## config.mk

```make
export PLATFORM = sky130hd
export DESIGN_NAME = utf8_path_name_validator
export DESIGN_NICKNAME = d
export VERILOG_FILES = /design/src/hdl/upnv_pkg.sv /design/src/hdl/upnv_in_reg.sv /design/src/hdl/upnv_check.sv /design/src/hdl/upnv_out_reg.sv /design/src/hdl/utf8_path_name_validator.sv
export VERILOG_INCLUDE_DIRS = /design/src /design/src/hdl
export SDC_FILE = /design/constraint.sdc
export NUM_CORES = 1
export LEC_CHECK = 0
export ABC_AREA = 1
export ABC_CLOCK_PERIOD_IN_PS = 1860
export BUFFER_PORTS_ARGS = -buffer_cell sky130_fd_sc_hd__buf_2
export CAP_MARGIN = 5
export CORE_MARGIN = 10
export CORE_UTILIZATION = 45
export DETAILED_ROUTE_END_ITERATION = 7
export PLACE_DENSITY = 0.65
export SLEW_MARGIN = 20
export SYNTH_ARGS = -nofsm -noshare
export SYNTH_HDL_FRONTEND = slang
export SYNTH_SLANG_ARGS = --single-unit
export TNS_END_PERCENT = 10
```

## constraint.sdc

```tcl
create_clock -name clk -period 1.86 [get_ports clk]
set_clock_uncertainty 0.05 [all_clocks]
set_input_delay 0.372 -clock clk [delete_from_list [all_inputs] [get_ports clk]]
set_output_delay 0.372 -clock clk [all_outputs]
set_load 0.02 [all_outputs]
```

## src/hdl/utf8_path_name_validator_assert.svh

```systemverilog
// Assertion macros for the path name validator.
// Expects signals clk and arst_n in the including scope.
`ifndef UTF8_PATH_NAME_VALIDATOR_ASSERT_SVH
`define UTF8_PATH_NAME_VALIDATOR_ASSERT_SVH

// condition holds at every edge outside reset
`define UPNV_ASSERT_ALWAYS(lbl, cond) \
	lbl: assert property (@(posedge clk) disable iff (!arst_n) (cond)) \
		else $error("upnv: invariant violated");

// trigger at this edge implies consequence at the next edge
`define UPNV_ASSERT_NEXT(lbl, trig, cons) \
	lbl: assert property (@(posedge clk) disable iff (!arst_n) (trig) |=> (cons)) \
		else $error("upnv: sequence violated");

`endif

```

## src/hdl/upnv_pkg.sv

```systemverilog
// Shared types, constants and tables for the path name validator.
// No dependencies.
`timescale 1ns / 1ps
`default_nettype none

package upnv_pkg;

	localparam int MAX_BRANCH_LEN = 128;

	// check modes
	typedef enum logic [1:0] {
		MODE_UTF8   = 2'd0,
		MODE_NAME   = 2'd1,
		MODE_REPO   = 2'd2,
		MODE_BRANCH = 2'd3
	} mode_t;

	// restriction on the first continuation byte
	typedef enum logic [2:0] {
		RULE_NONE   = 3'd0,
		RULE_GE_A0  = 3'd1,
		RULE_LT_A0  = 3'd2,
		RULE_GE_90  = 3'd3,
		RULE_LT_90  = 3'd4
	} rule_t;

	localparam logic [7:0] CH_SLASH     = 8'h2f;
	localparam logic [7:0] CH_DOT       = 8'h2e;
	localparam logic [7:0] CH_DASH      = 8'h2d;
	localparam logic [7:0] CH_BACKSLASH = 8'h5c;
	localparam logic [7:0] CH_DEL       = 8'h7f;
	localparam logic [7:0] CH_CTRL_MAX  = 8'h1f;

	localparam logic [2:0] HEAD_MISS = 3'd7;
	localparam logic [2:0] HEAD_FULL = 3'd4;

	// one input item
	typedef struct packed {
		logic       has_byte;
		logic [7:0] data_byte;
		logic       last;
	} item_t;

	// per-string checker state
	typedef struct packed {
		logic [1:0] cont_left;
		rule_t      rule;
		logic       failed;
		logic [7:0] total_len;
		logic [1:0] comp_len;
		logic       comp_all_dots;
		logic       prev_was_dot;
		logic [2:0] head_match;
	} str_state_t;

	localparam str_state_t ST_CLEAR = '{
		cont_left:     2'd0,
		rule:          RULE_NONE,
		failed:        1'b0,
		total_len:     8'd0,
		comp_len:      2'd0,
		comp_all_dots: 1'b1,
		prev_was_dot:  1'b0,
		head_match:    3'd0
	};

	// letters of the reserved name HEAD
	function automatic logic [7:0] head_char(input logic [1:0] idx);
		logic [7:0] c;
		case (idx)
			2'd0:    c = 8'h48;
			2'd1:    c = 8'h45;
			2'd2:    c = 8'h41;
			2'd3:    c = 8'h44;
			default: c = 8'h00;
		endcase
		return c;
	endfunction

	// component empty, "." or ".."
	function automatic logic comp_bad(input logic [1:0] len, input logic all_dots);
		return (len == 2'd0) || ((len != 2'd3) && all_dots);
	endfunction

endpackage

`default_nettype wire

```

## src/hdl/upnv_in_reg.sv

```systemverilog
// Input register stage: holds one accepted item until the checker takes it.
// Depends on upnv_pkg.
`timescale 1ns / 1ps
`default_nettype none

module upnv_in_reg
	import upnv_pkg::*;
(
	input  wire logic  clk,
	input  wire logic  arst_n,
	input  wire logic  in_valid,
	output logic       in_stall,
	input  wire item_t in_item,
	input  wire logic  adv,
	output logic       valid_s1,
	output item_t      item_s1
);

	logic load;

	// stall only while a held item cannot move on
	assign in_stall = valid_s1 & ~adv;
	assign load     = in_valid & ~in_stall;

	always_ff @(posedge clk or negedge arst_n) begin
		if (!arst_n) begin
			valid_s1 <= 1'b0;
		end else if (load) begin
			valid_s1 <= 1'b1;
		end else if (adv) begin
			valid_s1 <= 1'b0;
		end
	end

	// payload, no reset
	always_ff @(posedge clk) begin
		if (load) begin
			item_s1 <= in_item;
		end
	end

endmodule

`default_nettype wire

```

## src/hdl/upnv_check.sv

```systemverilog
// String checker: mode register, per-string state and the byte rules.
// Depends on upnv_pkg.
`timescale 1ns / 1ps
`default_nettype none

module upnv_check
	import upnv_pkg::*;
(
	input  wire logic       clk,
	input  wire logic       arst_n,
	input  wire logic       cfg_wr_en,
	input  wire logic [1:0] cfg_wr_data,
	input  wire logic       adv,
	input  wire item_t      item_s1,
	output logic            res_ok
);

	mode_t      mode_q;
	str_state_t st_q;
	str_state_t nx;
	logic [7:0] b;
	logic       first;
	logic       ctrl;
	logic       dot;
	logic       slash;
	logic       cont_ok;

	// mode register
	always_ff @(posedge clk or negedge arst_n) begin
		if (!arst_n) begin
			mode_q <= MODE_UTF8;
		end else if (cfg_wr_en) begin
			mode_q <= mode_t'(cfg_wr_data);
		end
	end

	assign b     = item_s1.data_byte;
	assign first = (st_q.total_len == 8'd0);
	assign ctrl  = (b <= CH_CTRL_MAX) || (b == CH_DEL);
	assign dot   = (b == CH_DOT);
	assign slash = (b == CH_SLASH);

	// next state after the byte, and the verdict on the string
	always_comb begin
		nx      = st_q;
		cont_ok = 1'b1;
		if (item_s1.has_byte) begin
			// UTF-8 decoding
			if (st_q.cont_left != 2'd0) begin
				cont_ok = (b[7:6] == 2'b10);
				case (st_q.rule)
					RULE_GE_A0: if (b < 8'ha0) cont_ok = 1'b0;
					RULE_LT_A0: if (b >= 8'ha0) cont_ok = 1'b0;
					RULE_GE_90: if (b < 8'h90) cont_ok = 1'b0;
					RULE_LT_90: if (b >= 8'h90) cont_ok = 1'b0;
					default:    ;
				endcase
				if (!cont_ok) nx.failed = 1'b1;
				nx.cont_left = st_q.cont_left - 2'd1;
				nx.rule      = RULE_NONE;
			end else if (b <= 8'h7f) begin
				nx.cont_left = 2'd0;
			end else if (b inside {[8'hc2:8'hdf]}) begin
				nx.cont_left = 2'd1;
			end else if (b inside {[8'he0:8'hef]}) begin
				nx.cont_left = 2'd2;
				nx.rule = (b == 8'he0) ? RULE_GE_A0 : (b == 8'hed) ? RULE_LT_A0 : RULE_NONE;
			end else if (b inside {[8'hf0:8'hf4]}) begin
				nx.cont_left = 2'd3;
				nx.rule = (b == 8'hf0) ? RULE_GE_90 : (b == 8'hf4) ? RULE_LT_90 : RULE_NONE;
			end else begin
				nx.failed = 1'b1;
			end

			// byte rules of the mode
			case (mode_q)
				MODE_NAME: if (ctrl || slash) nx.failed = 1'b1;
				MODE_REPO: if (ctrl) nx.failed = 1'b1;
				MODE_BRANCH: begin
					if (ctrl || (b == CH_BACKSLASH)) nx.failed = 1'b1;
					if (dot && st_q.prev_was_dot) nx.failed = 1'b1;
					if (first && ((b == CH_DASH) || slash)) nx.failed = 1'b1;
				end
				default: ;
			endcase

			// components split on slash
			if (slash) begin
				if (((mode_q == MODE_REPO) || (mode_q == MODE_BRANCH)) &&
						comp_bad(st_q.comp_len, st_q.comp_all_dots))
					nx.failed = 1'b1;
				nx.comp_len      = 2'd0;
				nx.comp_all_dots = 1'b1;
			end else begin
				if (st_q.comp_len != 2'd3) nx.comp_len = st_q.comp_len + 2'd1;
				if (!dot) nx.comp_all_dots = 1'b0;
			end

			// exact HEAD tracking
			if ((st_q.total_len < 8'd4) && (st_q.head_match == st_q.total_len[2:0]) &&
					(b == head_char(st_q.total_len[1:0])))
				nx.head_match = st_q.head_match + 3'd1;
			else
				nx.head_match = HEAD_MISS;

			nx.prev_was_dot = dot;
			if (st_q.total_len != 8'hff) nx.total_len = st_q.total_len + 8'd1;
		end

		// closing checks
		res_ok = !nx.failed && (nx.cont_left == 2'd0);
		if ((mode_q != MODE_UTF8) && comp_bad(nx.comp_len, nx.comp_all_dots))
			res_ok = 1'b0;
		if (mode_q == MODE_BRANCH) begin
			if ((nx.total_len == 8'd0) || (nx.total_len > 8'(MAX_BRANCH_LEN)))
				res_ok = 1'b0;
			if (nx.prev_was_dot) res_ok = 1'b0;
			if (nx.head_match == HEAD_FULL) res_ok = 1'b0;
		end
	end

	// state moves with each item; a last item starts a fresh string
	always_ff @(posedge clk or negedge arst_n) begin
		if (!arst_n) begin
			st_q <= ST_CLEAR;
		end else if (adv) begin
			st_q <= item_s1.last ? ST_CLEAR : nx;
		end
	end

endmodule

`default_nettype wire

```

## src/hdl/upnv_out_reg.sv

```systemverilog
// Result register: holds one verdict until the downstream side takes it.
// Depends on upnv_pkg.
`timescale 1ns / 1ps
`default_nettype none

module upnv_out_reg
	import upnv_pkg::*;
(
	input  wire logic clk,
	input  wire logic arst_n,
	input  wire logic load,
	input  wire logic res_ok,
	input  wire logic out_stall,
	output logic      out_free,
	output logic      out_valid_s2,
	output logic      res_s2
);

	// slot frees when empty or being taken this edge
	assign out_free = ~out_valid_s2 | ~out_stall;

	always_ff @(posedge clk or negedge arst_n) begin
		if (!arst_n) begin
			out_valid_s2 <= 1'b0;
		end else if (load) begin
			out_valid_s2 <= 1'b1;
		end else if (!out_stall) begin
			out_valid_s2 <= 1'b0;
		end
	end

	always_ff @(posedge clk) begin
		if (load) begin
			res_s2 <= res_ok;
		end
	end

endmodule

`default_nettype wire

```

## src/hdl/utf8_path_name_validator.sv

```systemverilog
// An accepted item waits in the input register; a last item's verdict then goes
// to the result register. One byte item per cycle unless in_stall holds the input;
// the input register and the result register each hold one item, so input keeps flowing while a result waits.
// A last item stalls only while the result register is full and stalled.
// Reset (arst_n low, asynchronous) empties both registers, sets the mode
// to UTF-8 only and clears the string state.
`timescale 1ns / 1ps
`default_nettype none
`include "utf8_path_name_validator_assert.svh"

module utf8_path_name_validator
	import upnv_pkg::*;
(
	input  wire logic       clk,
	input  wire logic       arst_n,
	input  wire logic       cfg_wr_en,
	input  wire logic [1:0] cfg_wr_data,
	input  wire logic       in_valid,
	output logic            in_stall,
	input  wire logic       has_byte,
	input  wire logic [7:0] data_byte,
	input  wire logic       last,
	output logic            out_valid,
	input  wire logic       out_stall,
	output logic            valid_res
);

	item_t in_item;
	item_t item_s1;
	logic  valid_s1;
	logic  adv;
	logic  out_free;
	logic  res_ok;

	assign in_item = '{has_byte: has_byte, data_byte: data_byte, last: last};

	// held item moves on unless it needs the result slot and the slot is busy
	assign adv = valid_s1 & (~item_s1.last | out_free);

	upnv_in_reg u_in_reg (
		.clk      (clk),
		.arst_n   (arst_n),
		.in_valid (in_valid),
		.in_stall (in_stall),
		.in_item  (in_item),
		.adv      (adv),
		.valid_s1 (valid_s1),
		.item_s1  (item_s1)
	);

	upnv_check u_check (
		.clk         (clk),
		.arst_n      (arst_n),
		.cfg_wr_en   (cfg_wr_en),
		.cfg_wr_data (cfg_wr_data),
		.adv         (adv),
		.item_s1     (item_s1),
		.res_ok      (res_ok)
	);

	upnv_out_reg u_out_reg (
		.clk          (clk),
		.arst_n       (arst_n),
		.load         (adv & item_s1.last),
		.res_ok       (res_ok),
		.out_stall    (out_stall),
		.out_free     (out_free),
		.out_valid_s2 (out_valid),
		.res_s2       (valid_res)
	);

	// checks
	`UPNV_ASSERT_ALWAYS(a_stall_needs_item, !in_stall || valid_s1)
	`UPNV_ASSERT_NEXT(a_last_gives_result, adv && item_s1.last, out_valid)
	`UPNV_ASSERT_NEXT(a_last_waits_for_slot,
		valid_s1 && item_s1.last && out_valid && out_stall, valid_s1)

endmodule

`default_nettype wire
```

# Word level (Yosys, flattened, before mapping)
# Cells that the tools add are included.
# classes
add_sub_neg,4
eq_ne,29
order_cmp,14
bitwise,11
n_mux,47
reduce_logical,33
# ops
op,count
21-bit two-way mux,2
8-bit >= comparator (second input constant),5
8-bit equality test (second input constant),4
8-bit case mux with 4 select lines,1
1-bit two-way mux,26
8-bit by 6-bit equality test with 1-bit output (second input constant),3
8-bit <= comparator (second input constant),3
8-bit by 7-bit equality test with 1-bit output (second input constant),2
8-bit zero test,2
8-bit < comparator (second input constant),2
8-bit two-way mux,2
3-bit two-way mux,5
1-bit logical AND,12
2-bit equality test (second input constant),5
5-bit two-way mux,2
8-bit by 1-bit adder with 8-bit output (second input constant),1
8-bit equality test,1
8-bit > comparator (second input constant),1
8-bit by 5-bit <= comparator with 1-bit output (second input constant),1
8-bit by 7-bit <= comparator with 1-bit output (second input constant),1
2-bit zero test,4
1-bit logical OR,8
8-bit by 3-bit < comparator with 1-bit output (second input constant),1
2-bit two-way mux,4
other kinds (23),40
# totals
word_cells,153
regBits,36
input_bits,17
output_inout_bits,3

# Depth between registers and ports, before layout
# depth
ltp_word,24
depth_mapped,15
ltp_nobuf,15

# By module
# From an unflattened synthesis, not the netlist that was laid out.
# unflattened
cells_unflattened,365
hier_area_um2,2549.9
# by_module_without_submodules
mod,seq_area_each_um2,n_inst,cells_per_inst,area_each_um2
upnv_check,576.8,1,338,2095.8
upnv_in_reg,325.3,1,17,357.8
upnv_out_reg,55.1,1,5,71.3
utf8_path_name_validator,0.0,1,5,25.0

# Worst setup path before layout
# No wires, ideal clock.
# synth_timing
kind,register to register
startpoint,register u_check.st_q[7] (netlist name)
endpoint,"register u_out_reg.res_s2, data pin"
t_required_ns,1.556
t_arrival_ns,1.574
path_slack_ns,-0.018
path_stages_with_launch,14
period_less_slack_ns,1.878
path_buffers,0
setup_time_ns,0.254
cell_sequence,dfrtp_1 -> ha_1 -> nand3_2 -> inv_1 -> nand2_2 -> nand2_2 -> nand2_1 -> nand2_1 -> nor2_1 -> nand3_1 -> nor2_1 -> nor2_1 -> a21oi_1 -> nor2_1
# synth_via
elab_chain_len,14
word_cells_on_any_way,33
cone_classes,1 x add/sub; 2 x order compare; 7 x eq/ne; 14 x mux; 9 x reduce/logical
# synth_lines
element,line_no,rtl
from (decl),upnv_check.sv:19,str_state_t st_q;
from (signal assigned),upnv_check.sv:127,st_q <= item_s1.last ? ST_CLEAR : nx;
8-bit zero test,upnv_check.sv:38,assign first = (st_q.total_len == 8'd0);
1-bit logical AND,upnv_check.sv:82,if (first && ((b == CH_DASH) || slash)) nx.failed = 1'b1;
1-bit two-way mux,upnv_check.sv:82,
1-bit case mux with 3 select lines,upnv_check.sv:76,case (mode_q)
1-bit two-way mux,upnv_check.sv:89,if (((mode_q == MODE_REPO) || (mode_q == MODE_BRANCH)) &&
1-bit two-way mux,upnv_check.sv:88,if (slash) begin
21-bit two-way mux (*),upnv_check.sv:47,if (item_s1.has_byte) begin
"parallel branches: the longest is 6 deep, another holds 8-bit > comparator",n/a,
1-bit two-way mux (*),upnv_check.sv:114,if (mode_q == MODE_BRANCH) begin
net res_ok,utf8_path_name_validator.sv:33,logic res_ok;
to (signal assigned),upnv_out_reg.sv:34,res_s2 <= res_ok;
to (decl),upnv_out_reg.sv:16,output logic res_s2
# Mark *: on every way through the listed nets, which the timed path passes. The select of a mux whose other input is x is not followed.
# A chain may end at the register's enable or synchronous reset.

# Final worst setup path
# Same ends and word-level chain as after synthesis.

==> summary.md <==
| Metric | Value |
|---|---|
| Register bit count reported by yosys | 36 |
| Die height | 94.9 µm |
| Sinks on the clock net | 36 |
| Met1 Use GR | 0.180 |
| Mapped cell area | 2520 µm² |
| Pins Over Slew Limit | 0 |
| Total power | about 2.1 mW |
| Top cells by area, synth | dfrtp_1 (24%), nand2_1 (16%), edfxtp_1 (13%), inv_1 (8.0%), nor2_1 (7.0%) |
| Yosys top cell area share | 0.238 |
| Worst Path Required | 1.86 ns |
| Post-synthesis cell type count | 33 |
| Placed cell area | 2880 µm² |
| Longest Clk Path Bufs | 2 |
| R2R setup slack | -0.09 ns |
| Sw power | 709 µW |
| CP startpoint kind | flip-flop |
| CP peak stage delay | around 0.43 ns |
| Busiest grt layer | met2 |
| FP Rows | 27 |
| Grt met3 use | 0.0278 |
| Grt met2 use | 0.260 |
| Int Pwr | 1.43 mW |
| Hold Path Class | in -> async |
| Reg2reg path depth | 12 |
| Half-perimeter wire length after detailed placement | 4900 µm |
| Critical path capture point type | flip-flop |
| Pleak | between 1.5 and 2 nW |
| Switching fraction of total power | 0.332 |
| Nets | 438 |
| Synthesized instance count | between 300 and 400 |
| CTS tree | yes |
| Vias | 2476 |
| Post-route ant nets | 0 |
| Global-route wire length before repair | 10800 µm |
| Critical Path AT | approximately 2 ns |
| Ys flop type | dfrtp_1 |
| IO Pins | 20 |
| Largest net degree at the start of global routing | 26 |
| Final Critical Period | 1.95 ns |
| RSZ-0062 raised after global routing | yes |
| Post-route DRC | 0 |
| Root buffer cell | clkbuf_8 |
| Period Utilization, post-route | 1.05 |
| Vias in the first global route | 2435 |
| Core area | approximately 5500 µm² |
| Worst path slowest cell | dfrtp_1 |
| Worst skew pair latency | 0.29 ns |
| Placed insts | 476 |
| Antenna Cells | 0 |
| Htree depth | 2 |
| Drt first-iter violations | 157 |
| Syn_nets | 388 |
| Yosys top cell by area | dfrtp_1 |
| Synth async-reset ratio | 0.694 |
| Slew HR | 0.578 |
| Final setup fails | 2 |
| Hold Fails Final Rpt | 0 |
| Fraction of layout cells with a size suffix above 1 | 0.232 |
| CTS buffer count | 5 |
| Remaining global-route overflow | 0 |
| Worst VDD drop | 437 µV |
| Initial antenna violation count | 0 |
| Most frequent cell after synthesis | nand2_1 |
| Yosys warns | 0 |
| Final worst setup slack | -0.0892 ns |
| Failing checks | setup timing |
| Sequential share of power | 0.449 |
| Setup TNS | -0.119 ns |
| Cell area after layout | 3050 µm² |
| Critical path type | reg -> reg |
| Dpl ws | -0.0897 ns |
| Commonest cells post-synth | nand2_1 (109), inv_1 (54), nor2_1 (47) |
| PwrDens | 701 nW/µm² |
| Sequential area share after synthesis | 0.380 |
| DRT Pass-1 Iters | 5 |
| Final Wtd Congestion | 0.889 |
| Syn Area/Cell | 6.95 µm² |
| Worst r2r src | u_check.st_q[7]$_DFFE_PN0P_ |
| Vias/cell | 5.09 |
| Worst-path clk slew | 0.07 ns |
| WL/cell | 13.6 µm |
| Least-Margin Pin Slew | about 0.63 ns |
| Crit Path Max Fanout | 4 |
| Non-Filler Instances | 486 |
| Achievable Freq | 513 MHz |
| Total GRT Usage | 0.150 |
| Layout area overhead | 20.9% |
| Critical path cell sequence | buf_4, ha_2, o21ai_2, nand2_1, nor2_1, nand3_1, nand2_1, nand4_1, nand2_1, nor2_1, a21oi_2, nor2_1 |
| Starting Density | 0.461 |
| Number of flops mapped to enable cells by yosys | 11 |
| PortBufs | 19 |
| Die area | roughly 9000 µm² |
| Reg2reg end | u_out_reg.res_s2$_DFFE_PP_ |
| Fillers | about 550 |
| WL final | 6600 µm |
| Max_cap viols | 0 |
| Status | finished with violations |
| Chip width | 94.9 µm |
| Clock Power Share | 0.278 |
| Part of the power in combinational logic | 0.273 |
worst max-delay path: cells and delay by family, from the launching register on:
kind	cells	cell delay, ns
adder cells (fa/ha/maj)	1	0.21
AND/OR/NAND/NOR	8	0.60
buffers and inverters	1	0.16
flip-flops	1	0.43
AO/OA/AOI/OAI	2	0.27
layout make-up:
class | instances | area (µm²) | share of cell area
Clock buffer | 8 | 90.1 | 0.0296
Sequential cell | 36 | 957 | 0.314
Tap cell | 72 | 90.1 | 0.0296
Multi-Input combinational cell | 265 | 1380 | 0.454
Inverter | 57 | 214 | 0.0702
Timing Repair Buffer | 48 | 313 | 0.103
power by group through the flow:
stage	sequential, mW	clock [mW]	combinational, mW
CTS	0.954	0.613	0.564
global placement	0.966	0	0.540
detailed placement	0.970	0	0.546
floorplan	0.965	0	0.349
global route	0.967	0.640	0.654
finish	0.959	0.595	0.584
metrics by stage:
| step | utilization | hold slack (ns) |
|---|---|---|
| after floorplan | - | 0.0264 |
| after global placement | 0.526 | 0.367 |
| after detailed placement | 0.526 | 0.370 |
| after CTS | 0.548 | 0.0540 |
| after global routing | 0.557 | 0.0718 |
| final | 0.557 | 0.0389 |
kinds of logic after synthesis:
group | Yosys count | synth area share
and+or+nand+nor | 205 | 0.352
buffers and inverters | 62 | 0.0978
AOI/OAI and AO/OA | 49 | 0.120
DFF | 36 | 0.380
adders and majority gates | 8 | 0.0397
xor gates and xnor gates | 3 | 0.0104
routing by layer:
layer	vias to the layer above	part of all wire
li1	1260	-
met1	1122	0.45
met2	83	0.48
met3	11	0.053
met4	0	0.019
met5	-	0
repair_timing:
item                                    CTS  global route
pin swaps                                 4             6
buffers inserted                          1             1
cloned                                    0             0
gates resized for setup                   7            15
hold buffers                              0             0
endpoints found under the setup margin    1             6
layout by cell type, fill, tap and decap left out, types with 7 or more instances in the layout:
cell,Yosys,routed
o22ai_1,10,10
buf_4,0,29
nand2_1,109,106
nand4_1,7,7
nand3_1,23,23
dfrtp_1,24,24
o21ai_1,3,7
nand2_2,6,8
buf_2,3,19
edfxtp_1,11,11
inv_1,54,51
nor2_1,47,44
o21ai_0,21,16
state kept, by name, indices dropped and copies added (netlist names):
signal                  flops
u_check.mode_q              2
u_check.st_q               21
u_in_reg.item_s1           10
u_in_reg.valid_s1           1
u_out_reg.out_valid_s2      1
u_out_reg.res_s2            1
worst max-delay path by stage:
stage / slack (ns) / from / cells past startpoint / to
2_1_floorplan: 0.02 / u_check.st_q[7]$_DFFE_PN0P_ / 13 / u_out_reg.res_s2$_DFFE_PP_
3_3_place_gp: -0.03 / u_check.st_q[8]$_DFFE_PN0P_ / 15 / u_out_reg.res_s2$_DFFE_PP_
3_5_place_dp: -0.09 / u_check.st_q[8]$_DFFE_PN0P_ / 15 / u_out_reg.res_s2$_DFFE_PP_
4_1_cts: -0.06 / u_check.st_q[7]$_DFFE_PN0P_ / 12 / u_out_reg.res_s2$_DFFE_PP_
5_1_grt: -0.21 / u_check.st_q[7]$_DFFE_PN0P_ / 12 / u_out_reg.res_s2$_DFFE_PP_
6_report: -0.09 / u_check.st_q[7]$_DFFE_PN0P_ / 12 / u_out_reg.res_s2$_DFFE_PP_
(Power assumes the default switching activity.)
